`src/rtl/assert_macros.svh`:
```
// ----------------------------------------------------------------------------
// Assertion macros
// Concurrent assertion wrappers that compile away when SYNTHESIS is defined.
// ----------------------------------------------------------------------------
`ifndef ASSERT_MACROS_SVH
`define ASSERT_MACROS_SVH

`ifndef SYNTHESIS
`define ASSERT_RST(label, clk, rst_n, prop) \
  label: assert property (@(posedge clk) disable iff (!rst_n) prop) \
    else $error("assertion failed");
`define ASSERT_ANY(label, clk, prop) \
  label: assert property (@(posedge clk) prop) else $error("assertion failed");
`else
`define ASSERT_RST(label, clk, rst_n, prop)
`define ASSERT_ANY(label, clk, prop)
`endif

`endif

```
`src/rtl/ntpc_pkg.sv`:
```
// ----------------------------------------------------------------------------
// ntpc_pkg
// Shared types, constants and tables of the seconds-to-calendar converter.
// ----------------------------------------------------------------------------
package ntpc_pkg;

  localparam logic [10:0] FIRST_YEAR     = 11'd1900;
  localparam logic [31:0] SECS_PER_DAY   = 32'd86400;
  localparam logic [31:0] SECS_PER_HOUR  = 32'd3600;
  localparam logic [31:0] SECS_PER_MIN   = 32'd60;
  localparam logic [31:0] SECS_COMMON_YR = 32'd365 * SECS_PER_DAY;
  localparam logic [31:0] SECS_LEAP_YR   = 32'd366 * SECS_PER_DAY;
  localparam logic [5:0]  FIRST_DOW      = 6'd1;
  localparam logic [3:0]  LAST_MONTH_IDX = 4'd11;

  // Reciprocals for the constant divisions. A day is 128 * 675 seconds, an
  // hour 16 * 225 and a minute 4 * 15; the remainder is shifted by the power
  // of two first, then multiplied and shifted right by 28, 21 and 14 bits.
  localparam logic [18:0] DAY_RECIP  = 19'd397683;
  localparam logic [18:0] HOUR_RECIP = 19'd9321;
  localparam logic [18:0] MIN_RECIP  = 19'd1093;

  typedef enum logic [3:0] {
    ST_IDLE,
    ST_YEAR,
    ST_DAY,
    ST_HOUR,
    ST_MIN,
    ST_MINIT,
    ST_MONTH,
    ST_DOW,
    ST_DONE
  } state_t;

  typedef enum logic [3:0] {
    OP_NONE,
    OP_LOAD,
    OP_YEAR,
    OP_DIV_DAY,
    OP_DIV_HOUR,
    OP_DIV_MIN,
    OP_MINIT,
    OP_MONTH,
    OP_DOW,
    OP_CAPTURE
  } op_t;

  typedef struct packed {
    op_t        op;
    logic       first;
  } cmd_t;

  typedef struct packed {
    logic year_done;
    logic month_done;
    logic dow_done;
  } status_t;

  function automatic logic [4:0] month_len(input logic [3:0] idx, input logic leap);
    logic [4:0] len;
    unique case (idx)
      4'd0, 4'd2, 4'd4, 4'd6, 4'd7, 4'd9, 4'd11: len = 5'd31;
      4'd1:                                    len = leap ? 5'd29 : 5'd28;
      4'd3, 4'd5, 4'd8, 4'd10:                 len = 5'd30;
      default:                                 len = 5'd31;
    endcase
    return len;
  endfunction

endpackage

```
`src/rtl/ntpc_ctrl.sv`:
```
// ----------------------------------------------------------------------------
// ntpc_ctrl
// Sequencer of the converter: walks years, the constant divisions,
// the month walk and the weekday reduction, and owns both handshakes.
// ----------------------------------------------------------------------------
module ntpc_ctrl (
  input  logic              clk,
  input  logic              rst_n,
  input  logic              in_valid,
  output logic              in_stall,
  output logic              out_valid,
  input  logic              out_stall,
  input  ntpc_pkg::status_t status,
  output ntpc_pkg::cmd_t    cmd
);
  import ntpc_pkg::*;

  state_t     state_r, state_nxt;
  logic       phase_r, phase_nxt;
  logic       out_valid_r, out_valid_nxt;

  always_ff @(posedge clk) begin
    if (!rst_n) begin
      state_r     <= ST_IDLE;
      phase_r     <= 1'b0;
      out_valid_r <= 1'b0;
    end else begin
      state_r     <= state_nxt;
      phase_r     <= phase_nxt;
      out_valid_r <= out_valid_nxt;
    end
  end

  // Each split first forms the quotient, then takes the remainder.
  always_comb begin
    state_nxt     = state_r;
    phase_nxt     = phase_r;
    out_valid_nxt = out_valid_r && out_stall;
    cmd.op        = OP_NONE;
    cmd.first     = 1'b0;
    unique case (state_r)
      ST_IDLE: begin
        if (in_valid) begin
          cmd.op    = OP_LOAD;
          state_nxt = ST_YEAR;
        end
      end
      ST_YEAR: begin
        cmd.op = OP_YEAR;
        if (status.year_done) begin
          state_nxt = ST_DAY;
          phase_nxt = 1'b0;
        end
      end
      ST_DAY: begin
        cmd.op    = OP_DIV_DAY;
        cmd.first = !phase_r;
        phase_nxt = !phase_r;
        if (phase_r) begin
          state_nxt = ST_HOUR;
        end
      end
      ST_HOUR: begin
        cmd.op    = OP_DIV_HOUR;
        cmd.first = !phase_r;
        phase_nxt = !phase_r;
        if (phase_r) begin
          state_nxt = ST_MIN;
        end
      end
      ST_MIN: begin
        cmd.op    = OP_DIV_MIN;
        cmd.first = !phase_r;
        phase_nxt = !phase_r;
        if (phase_r) begin
          state_nxt = ST_MINIT;
        end
      end
      ST_MINIT: begin
        cmd.op    = OP_MINIT;
        state_nxt = ST_MONTH;
      end
      ST_MONTH: begin
        cmd.op = OP_MONTH;
        if (status.month_done) begin
          state_nxt = ST_DOW;
        end
      end
      ST_DOW: begin
        cmd.op = OP_DOW;
        if (status.dow_done) begin
          state_nxt = ST_DONE;
        end
      end
      ST_DONE: begin
        if (!out_valid_r || !out_stall) begin
          cmd.op        = OP_CAPTURE;
          out_valid_nxt = 1'b1;
          state_nxt     = ST_IDLE;
        end
      end
      default: begin
        state_nxt = ST_IDLE;
      end
    endcase
  end

  assign in_stall  = (state_r != ST_IDLE);
  assign out_valid = out_valid_r;

endmodule

```
`src/rtl/ntpc_dp.sv`:
```
// ----------------------------------------------------------------------------
// ntpc_dp
// Datapath of the converter: year subtractor with leap counters, a shared
// reciprocal-multiply divider, the month walker, weekday accumulator and the
// output register.
// ----------------------------------------------------------------------------
module ntpc_dp (
  input  logic              clk,
  input  ntpc_pkg::cmd_t    cmd,
  output ntpc_pkg::status_t status,
  input  logic [31:0]       in_epoch_seconds,
  output logic [10:0]       out_year,
  output logic [8:0]        out_day_of_year,
  output logic [3:0]        out_month,
  output logic [4:0]        out_day_of_month,
  output logic [2:0]        out_day_of_week,
  output logic [4:0]        out_hour,
  output logic [5:0]        out_minute,
  output logic [5:0]        out_second_of_minute
);
  import ntpc_pkg::*;

  logic [31:0] rem_r, rem_nxt;
  logic [10:0] year_r, year_nxt;
  logic [1:0]  y4_r, y4_nxt;
  logic [6:0]  y100_r, y100_nxt;
  logic [8:0]  y400_r, y400_nxt;
  logic [5:0]  dow_r, dow_nxt;
  logic [8:0]  q_r, q_nxt;
  logic [8:0]  yday_r, yday_nxt;
  logic [4:0]  hour_r, hour_nxt;
  logic [5:0]  minute_r, minute_nxt;
  logic [8:0]  dleft_r, dleft_nxt;
  logic [3:0]  month_r, month_nxt;

  logic [10:0] o_year_r;
  logic [8:0]  o_yday_r;
  logic [3:0]  o_month_r;
  logic [4:0]  o_mday_r;
  logic [2:0]  o_dow_r;
  logic [4:0]  o_hour_r;
  logic [5:0]  o_min_r;
  logic [5:0]  o_sec_r;

  logic        leap;
  logic [31:0] ylen;
  logic [31:0] div_base;
  logic [17:0] mul_a;
  logic [18:0] mul_b;
  logic [36:0] mul_p;
  logic [8:0]  quot;
  logic [31:0] div_prod;
  logic [4:0]  mlen;
  logic [5:0]  dow_yr_sum;
  logic [5:0]  dow_mo_sum;

  // Year 1900 sits at 0 mod 4, 0 mod 100 and 300 mod 400.
  assign leap = (y4_r == 2'd0) && ((y100_r != 7'd0) || (y400_r == 9'd0));
  assign ylen = leap ? SECS_LEAP_YR : SECS_COMMON_YR;

  // The remainder entering a split is below a leap year, a day or an hour,
  // and over those ranges the reciprocals give the exact quotient.
  always_comb begin
    unique case (cmd.op)
      OP_DIV_HOUR: begin
        div_base = SECS_PER_HOUR;
        mul_a    = {5'd0, rem_r[16:4]};
        mul_b    = HOUR_RECIP;
      end
      OP_DIV_MIN: begin
        div_base = SECS_PER_MIN;
        mul_a    = {8'd0, rem_r[11:2]};
        mul_b    = MIN_RECIP;
      end
      default: begin
        div_base = SECS_PER_DAY;
        mul_a    = rem_r[24:7];
        mul_b    = DAY_RECIP;
      end
    endcase
  end

  assign mul_p = {19'd0, mul_a} * {18'd0, mul_b};

  always_comb begin
    unique case (cmd.op)
      OP_DIV_HOUR: quot = {4'd0, mul_p[25:21]};
      OP_DIV_MIN:  quot = {3'd0, mul_p[19:14]};
      default:     quot = mul_p[36:28];
    endcase
  end

  assign div_prod = {23'd0, q_r} * div_base;
  assign mlen     = month_len(month_r, leap);

  assign dow_yr_sum = dow_r + (leap ? 6'd2 : 6'd1);
  assign dow_mo_sum = dow_r + {1'b0, mlen - 5'd28};

  assign status.year_done  = (rem_r < ylen);
  assign status.month_done = (month_r == LAST_MONTH_IDX) || (dleft_r < {4'b0, mlen});
  assign status.dow_done   = (dow_r < 6'd7);

  always_comb begin
    rem_nxt    = rem_r;
    year_nxt   = year_r;
    y4_nxt     = y4_r;
    y100_nxt   = y100_r;
    y400_nxt   = y400_r;
    dow_nxt    = dow_r;
    q_nxt      = q_r;
    yday_nxt   = yday_r;
    hour_nxt   = hour_r;
    minute_nxt = minute_r;
    dleft_nxt  = dleft_r;
    month_nxt  = month_r;
    unique case (cmd.op)
      OP_LOAD: begin
        rem_nxt  = in_epoch_seconds;
        year_nxt = FIRST_YEAR;
        y4_nxt   = 2'd0;
        y100_nxt = 7'd0;
        y400_nxt = 9'd300;
        dow_nxt  = FIRST_DOW;
      end
      OP_YEAR: begin
        if (!status.year_done) begin
          rem_nxt  = rem_r - ylen;
          year_nxt = year_r + 11'd1;
          y4_nxt   = y4_r + 2'd1;
          y100_nxt = (y100_r == 7'd99) ? 7'd0 : y100_r + 7'd1;
          y400_nxt = (y400_r == 9'd399) ? 9'd0 : y400_r + 9'd1;
          dow_nxt  = (dow_yr_sum >= 6'd7) ? dow_yr_sum - 6'd7 : dow_yr_sum;
        end
      end
      OP_DIV_DAY, OP_DIV_HOUR, OP_DIV_MIN: begin
        // A new division hands the finished quotient of the previous one on.
        if (cmd.first && cmd.op == OP_DIV_HOUR) begin
          yday_nxt = q_r;
        end
        if (cmd.first && cmd.op == OP_DIV_MIN) begin
          hour_nxt = q_r[4:0];
        end
        if (cmd.first) begin
          q_nxt = quot;
        end else begin
          rem_nxt = rem_r - div_prod;
        end
      end
      OP_MINIT: begin
        minute_nxt = q_r[5:0];
        dleft_nxt  = yday_r;
        month_nxt  = 4'd0;
      end
      OP_MONTH: begin
        if (!status.month_done) begin
          dleft_nxt = dleft_r - {4'b0, mlen};
          month_nxt = month_r + 4'd1;
          dow_nxt   = (dow_mo_sum >= 6'd7) ? dow_mo_sum - 6'd7 : dow_mo_sum;
        end else begin
          dow_nxt = dow_r + {1'b0, dleft_r[4:0]};
        end
      end
      OP_DOW: begin
        if (!status.dow_done) begin
          dow_nxt = dow_r - 6'd7;
        end
      end
      OP_NONE, OP_CAPTURE: begin
      end
      default: begin
      end
    endcase
  end

  always_ff @(posedge clk) begin
    rem_r    <= rem_nxt;
    year_r   <= year_nxt;
    y4_r     <= y4_nxt;
    y100_r   <= y100_nxt;
    y400_r   <= y400_nxt;
    dow_r    <= dow_nxt;
    q_r      <= q_nxt;
    yday_r   <= yday_nxt;
    hour_r   <= hour_nxt;
    minute_r <= minute_nxt;
    dleft_r  <= dleft_nxt;
    month_r  <= month_nxt;
    if (cmd.op == OP_CAPTURE) begin
      o_year_r  <= year_r;
      o_yday_r  <= yday_r + 9'd1;
      o_month_r <= month_r + 4'd1;
      o_mday_r  <= dleft_r[4:0] + 5'd1;
      o_dow_r   <= dow_r[2:0];
      o_hour_r  <= hour_r;
      o_min_r   <= minute_r;
      o_sec_r   <= rem_r[5:0];
    end
  end

  assign out_year             = o_year_r;
  assign out_day_of_year      = o_yday_r;
  assign out_month            = o_month_r;
  assign out_day_of_month     = o_mday_r;
  assign out_day_of_week      = o_dow_r;
  assign out_hour             = o_hour_r;
  assign out_minute           = o_min_r;
  assign out_second_of_minute = o_sec_r;

endmodule

```
`src/rtl/ntp_seconds_to_calendar.sv`:
```
// ----------------------------------------------------------------------------
// ntp_seconds_to_calendar
// Converts a 32-bit count of seconds since 1900-01-01 into Gregorian date,
// weekday and time of day.
// ----------------------------------------------------------------------------
// Usage: present a seconds count on in_epoch_seconds with in_valid high; the
// beat is taken on a clock edge where in_stall is low. The block then holds
// in_stall high while it works on that one beat.
// Steps: the year loop takes off whole years since 1900 (0 to 136) and
// finds the final year; reciprocal-multiply splits give day of year, hour
// and minute (quotient first, then remainder); a setup step prepares the
// month walk over up to 12 months; a weekday reduction and a capture into
// the output register follow. The year loop sets most of the run time.
// Throughput is one conversion at a time: the next input beat can be taken
// in the cycle after the result is registered, since the year subtractor and
// the divider serve one beat at a time.
// Results leave through an output register. While the receiver holds
// out_stall, the result stays stable on the out_ ports, and a new input beat
// is still taken; the next result waits in the datapath until the output
// register is free.
// Reset (rst_n low, synchronous) returns the sequencer to idle and drops
// out_valid; datapath contents are not cleared.
// ----------------------------------------------------------------------------
`include "assert_macros.svh"

module ntp_seconds_to_calendar (
  input  logic        clk,
  input  logic        rst_n,
  input  logic        in_valid,
  output logic        in_stall,
  input  logic [31:0] in_epoch_seconds,
  output logic        out_valid,
  input  logic        out_stall,
  output logic [10:0] out_year,
  output logic [8:0]  out_day_of_year,
  output logic [3:0]  out_month,
  output logic [4:0]  out_day_of_month,
  output logic [2:0]  out_day_of_week,
  output logic [4:0]  out_hour,
  output logic [5:0]  out_minute,
  output logic [5:0]  out_second_of_minute
);
  import ntpc_pkg::*;

  // Commands flow from the sequencer to the datapath, status flows back.
  cmd_t    cmd;
  status_t status;

  // Range checks of the delivered fields.
  logic    month_dow_ok;
  logic    time_ok;

  ntpc_ctrl u_ctrl (
    .clk       (clk),
    .rst_n     (rst_n),
    .in_valid  (in_valid),
    .in_stall  (in_stall),
    .out_valid (out_valid),
    .out_stall (out_stall),
    .status    (status),
    .cmd       (cmd)
  );

  ntpc_dp u_dp (
    .clk                  (clk),
    .cmd                  (cmd),
    .status               (status),
    .in_epoch_seconds     (in_epoch_seconds),
    .out_year             (out_year),
    .out_day_of_year      (out_day_of_year),
    .out_month            (out_month),
    .out_day_of_month     (out_day_of_month),
    .out_day_of_week      (out_day_of_week),
    .out_hour             (out_hour),
    .out_minute           (out_minute),
    .out_second_of_minute (out_second_of_minute)
  );

  assign month_dow_ok = (out_month >= 4'd1) && (out_month <= 4'd12) &&
                        (out_day_of_week != 3'd7);
  assign time_ok      = (out_hour < 5'd24) && (out_minute < 6'd60) &&
                        (out_second_of_minute < 6'd60);

  // An accepted beat makes the block busy in the next cycle.
  `ASSERT_RST(a_busy_after_accept, clk, rst_n, (in_valid && !in_stall) |=> in_stall)
  // A delivered result always carries a legal month and weekday.
  `ASSERT_RST(a_month_dow_legal, clk, rst_n, out_valid |-> month_dow_ok)
  // A delivered result always carries a legal time of day.
  `ASSERT_RST(a_time_legal, clk, rst_n, out_valid |-> time_ok)
  // During reset no result is offered in the following cycle.
  `ASSERT_ANY(a_reset_clears, clk, (!rst_n) |=> !out_valid)

endmodule

```
`config.mk`:
```
export PLATFORM = sky130hd
export DESIGN_NAME = ntp_seconds_to_calendar
export DESIGN_NICKNAME = d
export VERILOG_FILES = /design/src/rtl/ntpc_pkg.sv /design/src/rtl/ntpc_ctrl.sv /design/src/rtl/ntpc_dp.sv /design/src/rtl/ntp_seconds_to_calendar.sv
export VERILOG_INCLUDE_DIRS = /design/src /design/src/rtl
export SDC_FILE = /design/constraint.sdc
export NUM_CORES = 1
export LEC_CHECK = 0
export ABC_AREA = 0
export BUFFER_PORTS_ARGS = -buffer_cell sky130_fd_sc_hd__buf_2
export CAP_MARGIN = 40
export CORE_MARGIN = 4
export CORE_UTILIZATION = 50
export CTS_CLUSTER_SIZE = 12
export DETAILED_ROUTE_END_ITERATION = 16
export GPL_TIMING_DRIVEN = 0
export PLACE_DENSITY_LB_ADDON = 0.08
export SLEW_MARGIN = 25
export SYNTH_ARGS = -nofsm -noshare
export SYNTH_HDL_FRONTEND = slang
export SYNTH_SLANG_ARGS = --single-unit
```
`constraint.sdc`:
```
create_clock -name clk -period 12.18 [get_ports clk]
set_clock_uncertainty 0.05 [all_clocks]
set_input_delay 1.218 -clock clk [delete_from_list [all_inputs] [get_ports clk]]
set_output_delay 1.218 -clock clk [all_outputs]
set_load 0.02 [all_outputs]
```
==> summary.log <==
INFO  critical_path  endpoint_kind=register
INFO  drt            num_vias=15600
INFO  drt            drt-vias-per-instance=5.59
INFO  clock_tree     tritoncts=built
INFO  critical_path  slowest_stage=sky130_fd_sc_hd__nor2b_1
INFO  run_status     run_status=finished clean
INFO  synthesis      synth-async-reset-ratio=0%
INFO  clock_tree     clk_pin_slew=0.08ns
INFO  synthesis      synthFlopType=sky130_fd_sc_hd__edfxtp_1
INFO  critical_path  critical_path.max_fanout=10
INFO  die            die_area=44400µm²
INFO  drt            dr.first_iter.drc_count=1168
INFO  timing         timing.setup.tns=0ns
INFO  critical_path  critPathMaxStageDelay=0.62ns
INFO  min_path       hold_wc_path_type=reg2reg
INFO  timing         clock.fmax=95.2MHz
INFO  timing         fin_crit=10.50ns
INFO  clock_tree     postCtsSetupRepairBufs=0
INFO  grt            grt_pass1_wl=85300µm
INFO  synthesis      synth_edf_count=158
INFO  placed_design  routabilityCongestion=0.948
INFO  synthesis      ys_top_cells_by_area=sky130_fd_sc_hd__edfxtp_1 23%, sky130_fd_sc_hd__fa_1 22%, sky130_fd_sc_hd__ha_1 17%, sky130_fd_sc_hd__inv_1 7.3%, sky130_fd_sc_hd__nand2_1 3.0%
INFO  drt            drtAntennaViolNets=0
INFO  synthesis      ffs_latches_synth=164
INFO  clock_tree     clock_path_buffers=2
INFO  clock_tree     clock_latency=0.47ns
INFO  timing         worst-slew-pin-transition=0.833ns
INFO  layout         final_cell_count_no_fill=2782
INFO  clock_tree     number_of_buffers_added_by_the_clock_tree_synthesis_step=17
INFO  layout         areaGrowthSynthToFinish=9.56%
INFO  placed_design  dpl.hpwl=45800µm
INFO  die            fp.coreArea=40700µm²
INFO  placed_design  place.detailed.instances=2749
INFO  grt            globalRoute.totalOverflow=0
INFO  timing         slew_violations=0
INFO  critical_path  crit_arrival=10.67ns
INFO  drt            routedWlPerCell=19.7µm
INFO  critical_path  crit_path_most_repeated_cell=sky130_fd_sc_hd__inv_1
INFO  grt            largest_net_degree_at_the_start_of_global_routing=30
INFO  critical_path  path_delay_family=compound AO/OA/AOI/OAI gates
INFO  synthesis      yosys.area.top_type_share=23.1%
INFO  layout         n_antenna_cell=0
INFO  die            initial_core_util=50.5%
INFO  grt            number_of_antenna_violations_at_the_first_check_in_global_routing=1
INFO  drt            drc_errors=0
INFO  timing         min_period_over_period=86.2%
INFO  synthesis      synth_area_per_cell=9.82µm²
INFO  layout         final_util=55.3%
INFO  timing         timing.final.setup_violations=0
INFO  timing         rsz0062_at_grt=false
INFO  placed_design  port-buffer-count=86
INFO  clock_tree     cts.repair.resized=0
INFO  synthesis      synth_cells=2095
INFO  clock_tree     holdBufCountCts=0
INFO  die            ios=87
INFO  critical_path  cp_data_required_time=12.35ns
INFO  clock_tree     h-tree-depth=4
INFO  drt            routed_wirelength=54800µm
INFO  critical_path  crit_path_start_kind=register
INFO  clock_tree     clk_sink_count=164
INFO  critical_path  critPathKind=reg2reg
INFO  grt            grt_pass1_vias=15800
INFO  layout         final_net_count=2790
INFO  die            fp.dieW=211µm
INFO  die            core.rowCount=74
INFO  synthesis      synthesis.yosys.warnings=0
INFO  synthesis      synthesis.area=20600µm²
INFO  job            cap_viol_max_count=0
INFO  synthesis      yosys.cell_types.count=83
INFO  layout         layout-drive-gt1-share=7.20%
INFO  timing         hold_violations=0
INFO  grt            global_route.usage.total=24.9%
INFO  clock_tree     cts-root-buf=sky130_fd_sc_hd__clkbuf_16
INFO  die            chip_height=211µm
INFO  drt            detail_route.first_pass.iterations=5
INFO  synthesis      synth-seq-area-share=23.7%
INFO  critical_path  path_buf_inv=8
INFO  synthesis      synth_largest_area_cell=sky130_fd_sc_hd__edfxtp_1
INFO  timing         slew_headroom=44.4%
registers in the layout, summed over array words and instances, names as in the netlist, 2 cells and up:
signal                     cells
u_ctrl.state_r                 4
u_dp.dleft_r                   9
u_dp.dow_r                     6
u_dp.hour_r                    5
u_dp.minute_r                  6
u_dp.month_r                   4
u_dp.out_day_of_month          5
u_dp.out_day_of_week           3
u_dp.out_day_of_year           9
u_dp.out_hour                  5
u_dp.out_minute                6
u_dp.out_month                 4
u_dp.out_second_of_minute      6
u_dp.out_year                 11
u_dp.q_r                       9
u_dp.rem_r                    32
u_dp.y100_r                    7
u_dp.y400_r                    9
u_dp.y4_r                      2
u_dp.yday_r                    9
u_dp.year_r                   11
per-layer routing:
layer / GRT usage, % / part of all wire [%] / vias to the layer above
met5: 0 / 0.024 / -
met3: 4.41 / 6.6 / 102
li1: - / - / 7332
met2: 40.9 / 47 / 506
met4: 9.01 / 3.5 / 2
met1: 33.4 / 43 / 7623
cells in the mapped netlist, drive strengths merged (5+ instances only):
cell    instances
nand3          63
and2           21
mux2i           5
and3           23
a211o           8
fa            230
or2            12
a21boi          6
nand4          18
nor2b           9
a221oi          6
clkbuf         43
edfxtp        158
o21a           10
o22ai           5
a211oi         12
o211ai         11
xor2           49
buf             5
nand2b         18
or3            10
a21oi          85
nor2           93
a221o           9
o221ai         10
nand2         166
mux2            5
o21ai          79
o21bai         13
nor3           29
a31oi          11
xnor2          69
nor4            9
a22oi          13
dfxtp           6
ha            287
inv           401
a21o           30
cell type report:
cell class                 instances  area [µm²]
fill                            3697       18200
buffer                            48         181
sequential                       164        4860
clock buffer                      17         425
inverter                         401        1510
tap                              532         666
clock inverter                    15         198
timing repair buffer              93         528
multi-input combinational       1512       14200
per-stage QoR:
stage               setup WS (ns)  instance area (µm²)  hold slack, ns
global placement             2.03                21800           0.353
finish                       1.68                22500           0.367
detailed placement           1.86                21900           0.355
global route                0.816                22500           0.374
CTS                          1.82                22500           0.367
floorplan                    3.91                20700           0.350
worst reg2reg max path, delay by kind of cell (launching register included):
family,cells,cell delay [ns]
flip-flops,1,0.35
AND/OR/NAND/NOR,6,1.74
buffers and inverters,8,2.01
adder cells (fa/ha/maj),6,2.42
XOR/XNOR,1,0.26
AO/OA/AOI/OAI,13,3.47
layout by cell type (no fill, tap or decap), types with 30 or more instances in the layout:
master	n
sky130_fd_sc_hd__o21ai_0	74
sky130_fd_sc_hd__xor2_1	49
sky130_fd_sc_hd__fa_1	230
sky130_fd_sc_hd__xnor2_1	69
sky130_fd_sc_hd__ha_1	287
sky130_fd_sc_hd__nand3_1	62
sky130_fd_sc_hd__nor2_1	91
sky130_fd_sc_hd__conb_1	32
sky130_fd_sc_hd__nand2_1	165
sky130_fd_sc_hd__inv_1	401
sky130_fd_sc_hd__clkbuf_1	43
sky130_fd_sc_hd__buf_2	88
sky130_fd_sc_hd__edfxtp_1	158
sky130_fd_sc_hd__a21o_1	30
sky130_fd_sc_hd__a21oi_1	83
cells by family after synthesis:
kind of cell | synth area share, %
buffers and inverters | 8.20
and+or+nand+nor | 11.6
xor gates and xnor gates | 5.02
AOI/OAI and AO/OA | 11.2
muxes | 0.517
DFF | 23.7
adders and majority gates | 39.8
other | 0.0365
worst paths after layout:
| kind | from | endpoint | slack, ns | cells after the start |
|---|---|---|---|---|
| worst max-delay path | u_ctrl.state_r[0] | u_dp.rem_r[30] | 1.68 | 34 |
| worst min register to register | u_dp.hour_r[1] | u_dp.out_hour[1] | 0.37 | 0 |
| worst min-delay path | u_dp.hour_r[1] | u_dp.out_hour[1] | 0.37 | 0 |
| worst max register to register | u_ctrl.state_r[0] | u_dp.rem_r[30] | 1.68 | 34 |
Power is not shown: default switching activity piles up to over one toggle a cycle in this logic, so the estimate is an artifact.
